$ cat src/design/rsg_pkg.sv
// rsg_pkg: shared types and constants for the random stereo gate.
// Used by rsg_ctrl, rsg_dp and random_stereo_gate; depends on nothing.
`default_nettype none

package rsg_pkg;

    localparam int SAMPLE_BITS = 24;
    localparam int CFG_IDX_W   = 3;
    localparam int CFG_DATA_W  = 32;

    localparam logic [31:0] LCG_MUL   = 32'd1664525;
    localparam logic [31:0] LCG_ADD   = 32'd1013904223;
    localparam logic [16:0] UNITY_Q16 = 17'd65536;

    // configuration register indexes
    localparam logic [CFG_IDX_W-1:0] REG_AMOUNT     = 3'd0;
    localparam logic [CFG_IDX_W-1:0] REG_MIX_LEVEL  = 3'd1;
    localparam logic [CFG_IDX_W-1:0] REG_WINDOW_LEN = 3'd2;
    localparam logic [CFG_IDX_W-1:0] REG_FADE_STEP  = 3'd3;
    localparam logic [CFG_IDX_W-1:0] REG_SEED       = 3'd4;

    typedef struct packed {
        logic signed [SAMPLE_BITS-1:0] left_in;
        logic signed [SAMPLE_BITS-1:0] right_in;
        logic                          last_frame;
    } t_in_item;

    typedef struct packed {
        logic signed [SAMPLE_BITS-1:0] left_out;
        logic signed [SAMPLE_BITS-1:0] right_out;
        logic                          last_out;
    } t_out_item;

    // controller -> datapath
    typedef struct packed {
        logic cap;      // capture input transaction
        logic draw;     // window count, advance generator
        logic tgt;      // compare draw, set gain target
        logic gain;     // step gain toward target
        logic wet;      // gain * mix
        logic mul;      // sample * wet
        logic ld_out;   // saturate into output register
    } t_cmd;

    // datapath -> controller
    typedef struct packed {
        logic out_free;
    } t_sts;

endpackage

`default_nettype wire

$ cat src/design/rsg_ctrl.sv
// rsg_ctrl: sequencer for one frame through the gate datapath.
// Depends on rsg_pkg (t_cmd, t_sts).
`default_nettype none

module rsg_ctrl (
    input  logic          i_clk,
    input  logic          i_rst_n,
    input  logic          i_in_valid,
    output logic          o_in_ready,
    input  rsg_pkg::t_sts i_sts,
    output rsg_pkg::t_cmd o_cmd
);
    import rsg_pkg::*;

    localparam logic [2:0] S_IDLE = 3'd0;
    localparam logic [2:0] S_DRAW = 3'd1;
    localparam logic [2:0] S_TGT  = 3'd2;
    localparam logic [2:0] S_GAIN = 3'd3;
    localparam logic [2:0] S_WET  = 3'd4;
    localparam logic [2:0] S_MUL  = 3'd5;
    localparam logic [2:0] S_OUT  = 3'd6;

    logic [2:0] r_state;
    logic [2:0] n_state;
    logic       w_acc;

    assign o_in_ready = (r_state == S_IDLE);
    assign w_acc      = o_in_ready && i_in_valid;

    always_comb begin
        o_cmd        = '0;
        o_cmd.cap    = w_acc;
        o_cmd.draw   = (r_state == S_DRAW);
        o_cmd.tgt    = (r_state == S_TGT);
        o_cmd.gain   = (r_state == S_GAIN);
        o_cmd.wet    = (r_state == S_WET);
        o_cmd.mul    = (r_state == S_MUL);
        o_cmd.ld_out = (r_state == S_OUT) && i_sts.out_free;
    end

    always_comb begin
        n_state = r_state;
        unique case (r_state)
            S_IDLE: if (w_acc) n_state = S_DRAW;
            S_DRAW: n_state = S_TGT;
            S_TGT:  n_state = S_GAIN;
            S_GAIN: n_state = S_WET;
            S_WET:  n_state = S_MUL;
            S_MUL:  n_state = S_OUT;
            S_OUT:  if (i_sts.out_free) n_state = S_IDLE;
            default: n_state = S_IDLE;
        endcase
    end

    always_ff @(posedge i_clk) begin
        if (!i_rst_n) begin
            r_state <= S_IDLE;
        end else begin
            r_state <= n_state;
        end
    end

    a_load_needs_room: assert property (@(posedge i_clk) disable iff (!i_rst_n)
        o_cmd.ld_out |-> i_sts.out_free)
        else $error("output load while output register full");

    a_accept_starts: assert property (@(posedge i_clk) disable iff (!i_rst_n)
        w_acc |=> (r_state == S_DRAW))
        else $error("accepted frame did not start the sequence");

    a_out_waits: assert property (@(posedge i_clk) disable iff (!i_rst_n)
        (r_state == S_OUT && !i_sts.out_free) |=> (r_state == S_OUT))
        else $error("left output step without loading the result");

endmodule

`default_nettype wire

$ cat src/design/rsg_dp.sv
// rsg_dp: configuration registers, generator, gain fade, wet factor,
// sample scaling and output register. Depends on rsg_pkg.
`default_nettype none

module rsg_dp (
    input  logic                               i_clk,
    input  logic                               i_rst_n,
    input  logic                               i_cfg_we,
    input  logic [rsg_pkg::CFG_IDX_W-1:0]      i_cfg_idx,
    input  logic [rsg_pkg::CFG_DATA_W-1:0]     i_cfg_wdata,
    input  rsg_pkg::t_cmd                      i_cmd,
    output rsg_pkg::t_sts                      o_sts,
    input  rsg_pkg::t_in_item                  i_in_data,
    output logic                               o_out_valid,
    input  logic                               i_out_ready,
    output rsg_pkg::t_out_item                 o_out_data
);
    import rsg_pkg::*;

    localparam int SB = SAMPLE_BITS;
    localparam int PW = SB + 18;   // sample times signed-extended Q16 wet
    localparam int QW = PW - 16;   // product after the Q16 floor shift

    // configuration
    logic [24:0] r_amount;
    logic [16:0] r_mix;
    logic [15:0] r_win;
    logic [16:0] r_fstep;

    // state
    logic [31:0] r_rng;
    logic [16:0] r_gain;
    logic        r_target;
    logic [15:0] r_frames;
    logic        r_drew;

    // per-frame payload
    logic signed [SB-1:0] r_l;
    logic signed [SB-1:0] r_r;
    logic                 r_last;
    logic [16:0]          r_wet;
    logic signed [PW-1:0] r_pl;
    logic signed [PW-1:0] r_pr;

    t_out_item r_out;
    logic      r_ovalid;

    logic [31:0] w_rng_next;
    logic [16:0] w_tgt;
    logic [17:0] w_sum;
    logic [16:0] w_diff;
    logic [16:0] w_gain_next;
    logic [16:0] w_mix_c;
    logic [33:0] w_gm;
    logic [16:0] w_wet;

    function automatic logic signed [SB-1:0] sat(input logic signed [QW-1:0] q);
        logic signed [SB-1:0] hi;
        logic signed [SB-1:0] lo;
        hi = {1'b0, {(SB-1){1'b1}}};
        lo = {1'b1, {(SB-1){1'b0}}};
        // in range when the guard bits all match the sign
        if (q[QW-1:SB-1] == '0 || q[QW-1:SB-1] == '1) begin
            sat = q[SB-1:0];
        end else if (q[QW-1]) begin
            sat = lo;
        end else begin
            sat = hi;
        end
    endfunction

    assign w_rng_next = r_rng * LCG_MUL + LCG_ADD;
    assign w_tgt      = r_target ? UNITY_Q16 : 17'd0;
    assign w_sum      = {1'b0, r_gain} + {1'b0, r_fstep};
    assign w_diff     = r_gain - w_tgt;

    always_comb begin
        w_gain_next = r_gain;
        if (r_gain < w_tgt) begin
            w_gain_next = (w_sum > {1'b0, w_tgt}) ? w_tgt : w_sum[16:0];
        end else if (r_gain > w_tgt) begin
            w_gain_next = (w_diff > r_fstep) ? (r_gain - r_fstep) : w_tgt;
        end
    end

    assign w_mix_c = (r_mix > UNITY_Q16) ? UNITY_Q16 : r_mix;
    assign w_gm    = r_gain * w_mix_c;
    assign w_wet   = w_gm[32:16] + (UNITY_Q16 - w_mix_c);

    always_ff @(posedge i_clk) begin
        if (!i_rst_n) begin
            r_amount <= 25'd8388608;
            r_mix    <= UNITY_Q16;
            r_win    <= 16'd2400;
            r_fstep  <= 17'd273;
            r_rng    <= 32'd1;
            r_gain   <= UNITY_Q16;
            r_target <= 1'b1;
            r_frames <= 16'd0;
            r_drew   <= 1'b0;
            r_ovalid <= 1'b0;
        end else begin
            if (i_cfg_we) begin
                unique case (i_cfg_idx)
                    REG_AMOUNT:     r_amount <= i_cfg_wdata[24:0];
                    REG_MIX_LEVEL:  r_mix    <= i_cfg_wdata[16:0];
                    REG_WINDOW_LEN: r_win    <= i_cfg_wdata[15:0];
                    REG_FADE_STEP:  r_fstep  <= i_cfg_wdata[16:0];
                    REG_SEED:       r_rng    <= i_cfg_wdata;
                    default: ;
                endcase
            end
            if (i_cmd.draw) begin
                if (r_frames == 16'd0) begin
                    // window start; a zero length acts as one
                    r_rng    <= w_rng_next;
                    r_frames <= (r_win == 16'd0) ? 16'd0 : r_win - 16'd1;
                    r_drew   <= 1'b1;
                end else begin
                    r_frames <= r_frames - 16'd1;
                    r_drew   <= 1'b0;
                end
            end
            if (i_cmd.tgt && r_drew) begin
                r_target <= !({1'b0, r_rng[31:8]} < r_amount);
            end
            if (i_cmd.gain) begin
                r_gain <= w_gain_next;
            end
            if (i_cmd.ld_out) begin
                r_ovalid <= 1'b1;
            end else if (i_out_ready) begin
                r_ovalid <= 1'b0;
            end
        end
    end

    always_ff @(posedge i_clk) begin
        if (i_cmd.cap) begin
            r_l    <= i_in_data.left_in;
            r_r    <= i_in_data.right_in;
            r_last <= i_in_data.last_frame;
        end
        if (i_cmd.wet) begin
            r_wet <= w_wet;
        end
        if (i_cmd.mul) begin
            r_pl <= r_l * $signed({1'b0, r_wet});
            r_pr <= r_r * $signed({1'b0, r_wet});
        end
        if (i_cmd.ld_out) begin
            // arithmetic shift gives floor division by 2^16
            r_out.left_out  <= sat(r_pl[PW-1:16]);
            r_out.right_out <= sat(r_pr[PW-1:16]);
            r_out.last_out  <= r_last;
        end
    end

    assign o_sts.out_free = !r_ovalid || i_out_ready;
    assign o_out_valid    = r_ovalid;
    assign o_out_data     = r_out;

    a_gain_bound: assert property (@(posedge i_clk) disable iff (!i_rst_n)
        r_gain <= UNITY_Q16)
        else $error("gain above unity");

    a_wet_bound: assert property (@(posedge i_clk) disable iff (!i_rst_n)
        i_cmd.wet |=> r_wet <= UNITY_Q16)
        else $error("wet factor above unity");

    a_frames_window: assert property (@(posedge i_clk) disable iff (!i_rst_n)
        (i_cmd.draw && r_frames == 16'd0 && !i_cfg_we) |=> r_drew)
        else $error("window start without a draw");

endmodule

`default_nettype wire

$ cat src/design/random_stereo_gate.sv
// random_stereo_gate: top level, controller plus datapath.
// Depends on rsg_pkg, rsg_ctrl, rsg_dp.
//
//  channel  | handshake                  | payload
//  ---------+----------------------------+--------------------------
//  input    | i_in_valid / o_in_ready    | i_in_data  (t_in_item)
//  output   | o_out_valid / i_out_ready  | o_out_data (t_out_item)
//  config   | i_cfg_we (no wait)         | i_cfg_idx, i_cfg_wdata
//
// An accepted frame is taken through generator multiply, draw compare, gain step,
// gain*mix, sample*wet and saturation into the output register, one sequencer
// step each; input is ready again in the cycle after the result is loaded. A
// full, stalled output register holds the sequencer in its last step, so input
// stalls follow. Synchronous active-low reset restores register reset values
// and opens the gate at unity gain.
`default_nettype none

module random_stereo_gate (
    input  logic                               i_clk,
    input  logic                               i_rst_n,
    input  logic                               i_in_valid,
    output logic                               o_in_ready,
    input  rsg_pkg::t_in_item                  i_in_data,
    output logic                               o_out_valid,
    input  logic                               i_out_ready,
    output rsg_pkg::t_out_item                 o_out_data,
    input  logic                               i_cfg_we,
    input  logic [rsg_pkg::CFG_IDX_W-1:0]      i_cfg_idx,
    input  logic [rsg_pkg::CFG_DATA_W-1:0]     i_cfg_wdata
);
    import rsg_pkg::*;

    t_cmd w_cmd;
    t_sts w_sts;

    rsg_ctrl u_ctrl (
        .i_clk      (i_clk),
        .i_rst_n    (i_rst_n),
        .i_in_valid (i_in_valid),
        .o_in_ready (o_in_ready),
        .i_sts      (w_sts),
        .o_cmd      (w_cmd)
    );

    rsg_dp u_dp (
        .i_clk       (i_clk),
        .i_rst_n     (i_rst_n),
        .i_cfg_we    (i_cfg_we),
        .i_cfg_idx   (i_cfg_idx),
        .i_cfg_wdata (i_cfg_wdata),
        .i_cmd       (w_cmd),
        .o_sts       (w_sts),
        .i_in_data   (i_in_data),
        .o_out_valid (o_out_valid),
        .i_out_ready (i_out_ready),
        .o_out_data  (o_out_data)
    );

endmodule

`default_nettype wire

$ cat config.mk
export PLATFORM = sky130hd
export DESIGN_NAME = random_stereo_gate
export DESIGN_NICKNAME = d
export VERILOG_FILES = /design/src/design/rsg_pkg.sv /design/src/design/rsg_ctrl.sv /design/src/design/rsg_dp.sv /design/src/design/random_stereo_gate.sv
export SDC_FILE = /design/constraint.sdc
export NUM_CORES = 2
export LEC_CHECK = 0
export ABC_CLOCK_PERIOD_IN_PS = 14600
export BUFFER_PORTS_ARGS = -buffer_cell sky130_fd_sc_hd__buf_2
export CAP_MARGIN = 40
export CORE_AREA = 8 8 495 497
export DETAILED_ROUTE_END_ITERATION = 6
export DIE_AREA = 0 0 503 505
export GPL_TIMING_DRIVEN = 1
export PLACE_DENSITY = 0.48
export SLEW_MARGIN = 0
export SYNTH_ARGS = -nofsm -noshare
export SYNTH_HDL_FRONTEND = slang
export SYNTH_HIERARCHICAL = 1
export SYNTH_SLANG_ARGS = --single-unit
$ cat constraint.sdc
create_clock -name i_clk -period 14.6 [get_ports i_clk]
set_input_delay 2.92 -clock i_clk [delete_from_list [all_inputs] [get_ports i_clk]]
set_output_delay 2.92 -clock i_clk [all_outputs]
set_load 0.01 [all_outputs]
==> results by group <==
Power and ir drop
  • Pwr dens: 260 nW/um2
  • Power Total: 16.9 mW
  • Worst vdd ir: slightly below 0.4 mV
  • Leak: 31.1 nW

Min path
  • Hold Startpoint: u_dp/r_last$_DFFE_PP_
  • WHS Path Cells: 0
  • Hold worst-path end: u_dp/o_out_data[0]$_DFFE_PP_
  • Min-delay worst type: register to register

STA
  • Final Max Tran Viols: 0
  • Endpoints failing setup: 0
  • Final worst slack: approximately 5.0 ns
  • Final setup TNS: 0 ns
  • Peak Freq: between 0.1 and 0.15 GHz
  • Worst relative slew slack: 0.367
  • Measured slew at the worst slew-check pin: 0.949 ns
  • Final min period: 9.58 ns
  • RSZ-0062 raised after global routing: no
  • Final count of hold timing violations: 0
  • Worst Skew: 0.0289 ns
  • Hold Slack: 0.428 ns
  • Final period util: 0.656

Flow run
  • MaxCap Viol Count: 0

Worst setup path
  • Crit path max-delay family: adder cells
  • Reg2reg path depth: 39
  • CP Buf/Inv Count: 7
  • CP arrival: 9.96 ns
  • Critical Path Start Type: register
  • Levels on crit path: 39
  • Critical path class: register to register
  • Setup slack, reg-to-reg: 5.02 ns
  • CP Max Fanout: ~50
  • Worst path required time: 14.97 ns
  • CP Capture Type: register
  • Worst R2R End: u_dp/r_wet[15]$_DFFE_PP_
  • CP max stage delay: 0.70 ns
  • Worst path most repeated cell: a21oi_1
  • Worst r2r src: u_dp/r_mix[5]$_SDFFE_PN0P_
  • Worst path slowest cell: and2_1

Synth
  • Post-synth EDFFs: 167
  • FFs w/ async S/R, synth: 0
  • Post-synth top flop: edfxtp_1
  • Syn. warnings: 6
  • Mapped Avg Cell Area: 9.13 um2
  • Yosys top cell area share: 0.394
  • Netlist cell types: 86
  • #FFs+latches synth: 313
  • Synth area leader: fa_1
  • Seq/Total Area, Yosys: 0.135
  • Post-synthesis cell count: 6461
  • Top post-synthesis cells by area: fa_1 39%, ha_1 12%, inv_1 9.6%
  • Mapped Nets: 8261
  • Post-synthesis cell area: 59000 um2

Final layout
  • Final #Nets: ~8300
  • Share of layout cells above drive strength 1: 0.0524
  • Cell area after layout: 65000 um2
  • Layout area overhead: 10.1%

Clock network
  • Htree depth: 2
  • Sink Count: 313
  • CTS Root Cell: clkbuf_16
  • Hold bufs inserted after CTS: 0
  • CTS max path bufs: 3
  • Setup Buffers After CTS: 0
  • CTS Buf Count: 44
  • Gates resized, CTS repair: 0
  • Clk pin slew, worst setup/hold paths: 0.06 ns
  • CTS tree: done
  • Worst skew pair latency: ~0.64 ns

Placement
  • Pre-CTS WS: 4.97 ns
  • Hpwl dp: 130000 um
  • Cell Area, Placed: 63500 um2
  • # port buffers: 139
  • RePlAce Congestion: 0.861

Floorplanning
  • Core area: 237000 um2
  • Die Footprint: 254000 um2
  • Ports: 140
  • Count of standard-cell rows: 179
  • Initial core utilization: 0.249
  • Die Width: 503 um
  • Die Y: 505 um

GRT
  • Number of global-route vias before repair: 46500
  • GRT Total Usage: 0.131
  • Initial antenna violation count: 7
  • First-pass GRT wire length: 267000 um
  • Largest net degree at the start of global routing: 78
  • Grt ovf: 0

Outcome
  • Status: complete, no violations

Route
  • # DRC: 0
  • Routed wl met2: 80800 um
  • DR WL/cell: 17.2 um
  • Final Routed Wirelength: 166000 um
  • DR vias: roughly 42000
  • Final ANT Viol Nets: 0
  • Metal-1 WL: between 70000 and 80000 um
  • Post-DR vias/cell: 4.38
  • WL met3: 7090 um
  • DR top layer: met4
  • Drt pass-1 iters: 6
  • First DRT Iteration DRCs: ~2100
-- flip-flops by register name (all words and copies together), names as in the netlist --
name	flops
u_dp/r_amount	25
u_dp/r_win	16
u_dp/r_l	24
u_dp/r_fstep	17
u_dp/r_gain	17
u_dp/r_wet	17
u_dp/r_drew	1
u_dp/r_mix	17
u_ctrl/r_state	3
u_dp/r_target	1
u_dp/r_last	1
u_dp/r_r	24
u_dp/r_pl	26
u_dp/o_out_data	49
u_dp/r_rng	32
u_dp/r_frames	16
u_dp/o_out_valid	1
u_dp/r_pr	26
-- routing by layer --
layer,track usage,up-vias
li1,-,19600
met5,0,-
met4,0.0221,0
met1,0.177,21600
met3,0.0143,192
met2,0.229,886
-- synthesized netlist by cell type, types with 26 or more instances --
cell and instances:
nand3_1 48, o21a_1 30, nor2b_1 26, a21o_1 70
and3_1 67, xnor2_1 126, clkbuf_1 268, fa_1 1161
nand2_1 947, nor3_1 39, dfxtp_1 146, nand2b_1 27
a21oi_1 194, inv_1 1507, edfxtp_1 167, o21ai_0 78
nor2_1 265, xor2_1 34, ha_1 550, and2_1 367
-- stage by stage --
step / std cells / utilization
global placement: 9550 / 0.266
global route: 9651 / 0.274
floorplan: 6461 / -
detailed placement: 9572 / 0.268
CTS: 9651 / 0.274
finish: 9652 / 0.274
-- cells in the final DEF (no fill, tap or decap), types with 67 or more instances in the layout --
| cell | instances |
|---|---|
| a21oi_1 | 194 |
| xnor2_1 | 126 |
| a21o_1 | 70 |
| nor2_1 | 265 |
| and2_1 | 366 |
| edfxtp_1 | 167 |
| buf_4 | 67 |
| nand2_1 | 946 |
| fa_1 | 1161 |
| buf_2 | 140 |
| inv_1 | 1507 |
| dfxtp_1 | 146 |
| ha_1 | 550 |
| o21ai_0 | 78 |
-- where the power goes --
| part | internal, mW | total (mW) | switching [mW] | leakage, nW |
|---|---|---|---|---|
| clock network | 0.639 | 1.11 | 0.472 | 0.702 |
| registers | 1.56 | 1.69 | 0.128 | 2.71 |
| logic | 6.16 | 14.1 | 7.95 | 27.7 |
| total | 8.35 | 16.9 | 8.55 | 31.1 |
-- final cells by class --
cell class                      instances  area (um2)
Clock buffer                           53        1140
Fill cell                           25400      172000
Inverter                             1510        5670
Multi-Input combinational cell       4355       44300
Timing Repair Buffer                  227        1620
Clock inverter                         26         300
Tap cell                             3167        3960
Antenna cell                            1        2.50
Sequential cell                       313        7940
-- cells by family (layout without fill, tap and decap cells) --
logic type,after synthesis,count (layout),share of synthesized area
other,0,1,0
buffers and inverters,1793,1816,0.115
AO/OA/AOI/OAI,600,600,0.0683
adder cells (fa/ha/maj),1711,1711,0.511
AND/OR/NAND/NOR,1876,1876,0.147
XOR/XNOR,160,160,0.0238
flip-flops,313,313,0.135
multiplexers,8,8,0.00136
-- how the worst max path moves through the flow --
stage / startpoint / endpoint / slack [ns]
floorplan: u_dp/r_mix[11]$_SDFFE_PN0P_ / u_dp/r_wet[15]$_DFFE_PP_ / 6.31
global placement: u_dp/r_mix[5]$_SDFFE_PN0P_ / u_dp/r_wet[15]$_DFFE_PP_ / 5.13
detailed placement: u_dp/r_mix[5]$_SDFFE_PN0P_ / u_dp/r_wet[15]$_DFFE_PP_ / 4.97
CTS: u_dp/r_mix[5]$_SDFFE_PN0P_ / u_dp/r_wet[15]$_DFFE_PP_ / 4.98
global route: u_dp/r_mix[5]$_SDFFE_PN0P_ / u_dp/r_wet[15]$_DFFE_PP_ / 4.33
finish: u_dp/r_mix[5]$_SDFFE_PN0P_ / u_dp/r_wet[15]$_DFFE_PP_ / 5.02
No activity file was read; power rests on OpenSTA's default activity.
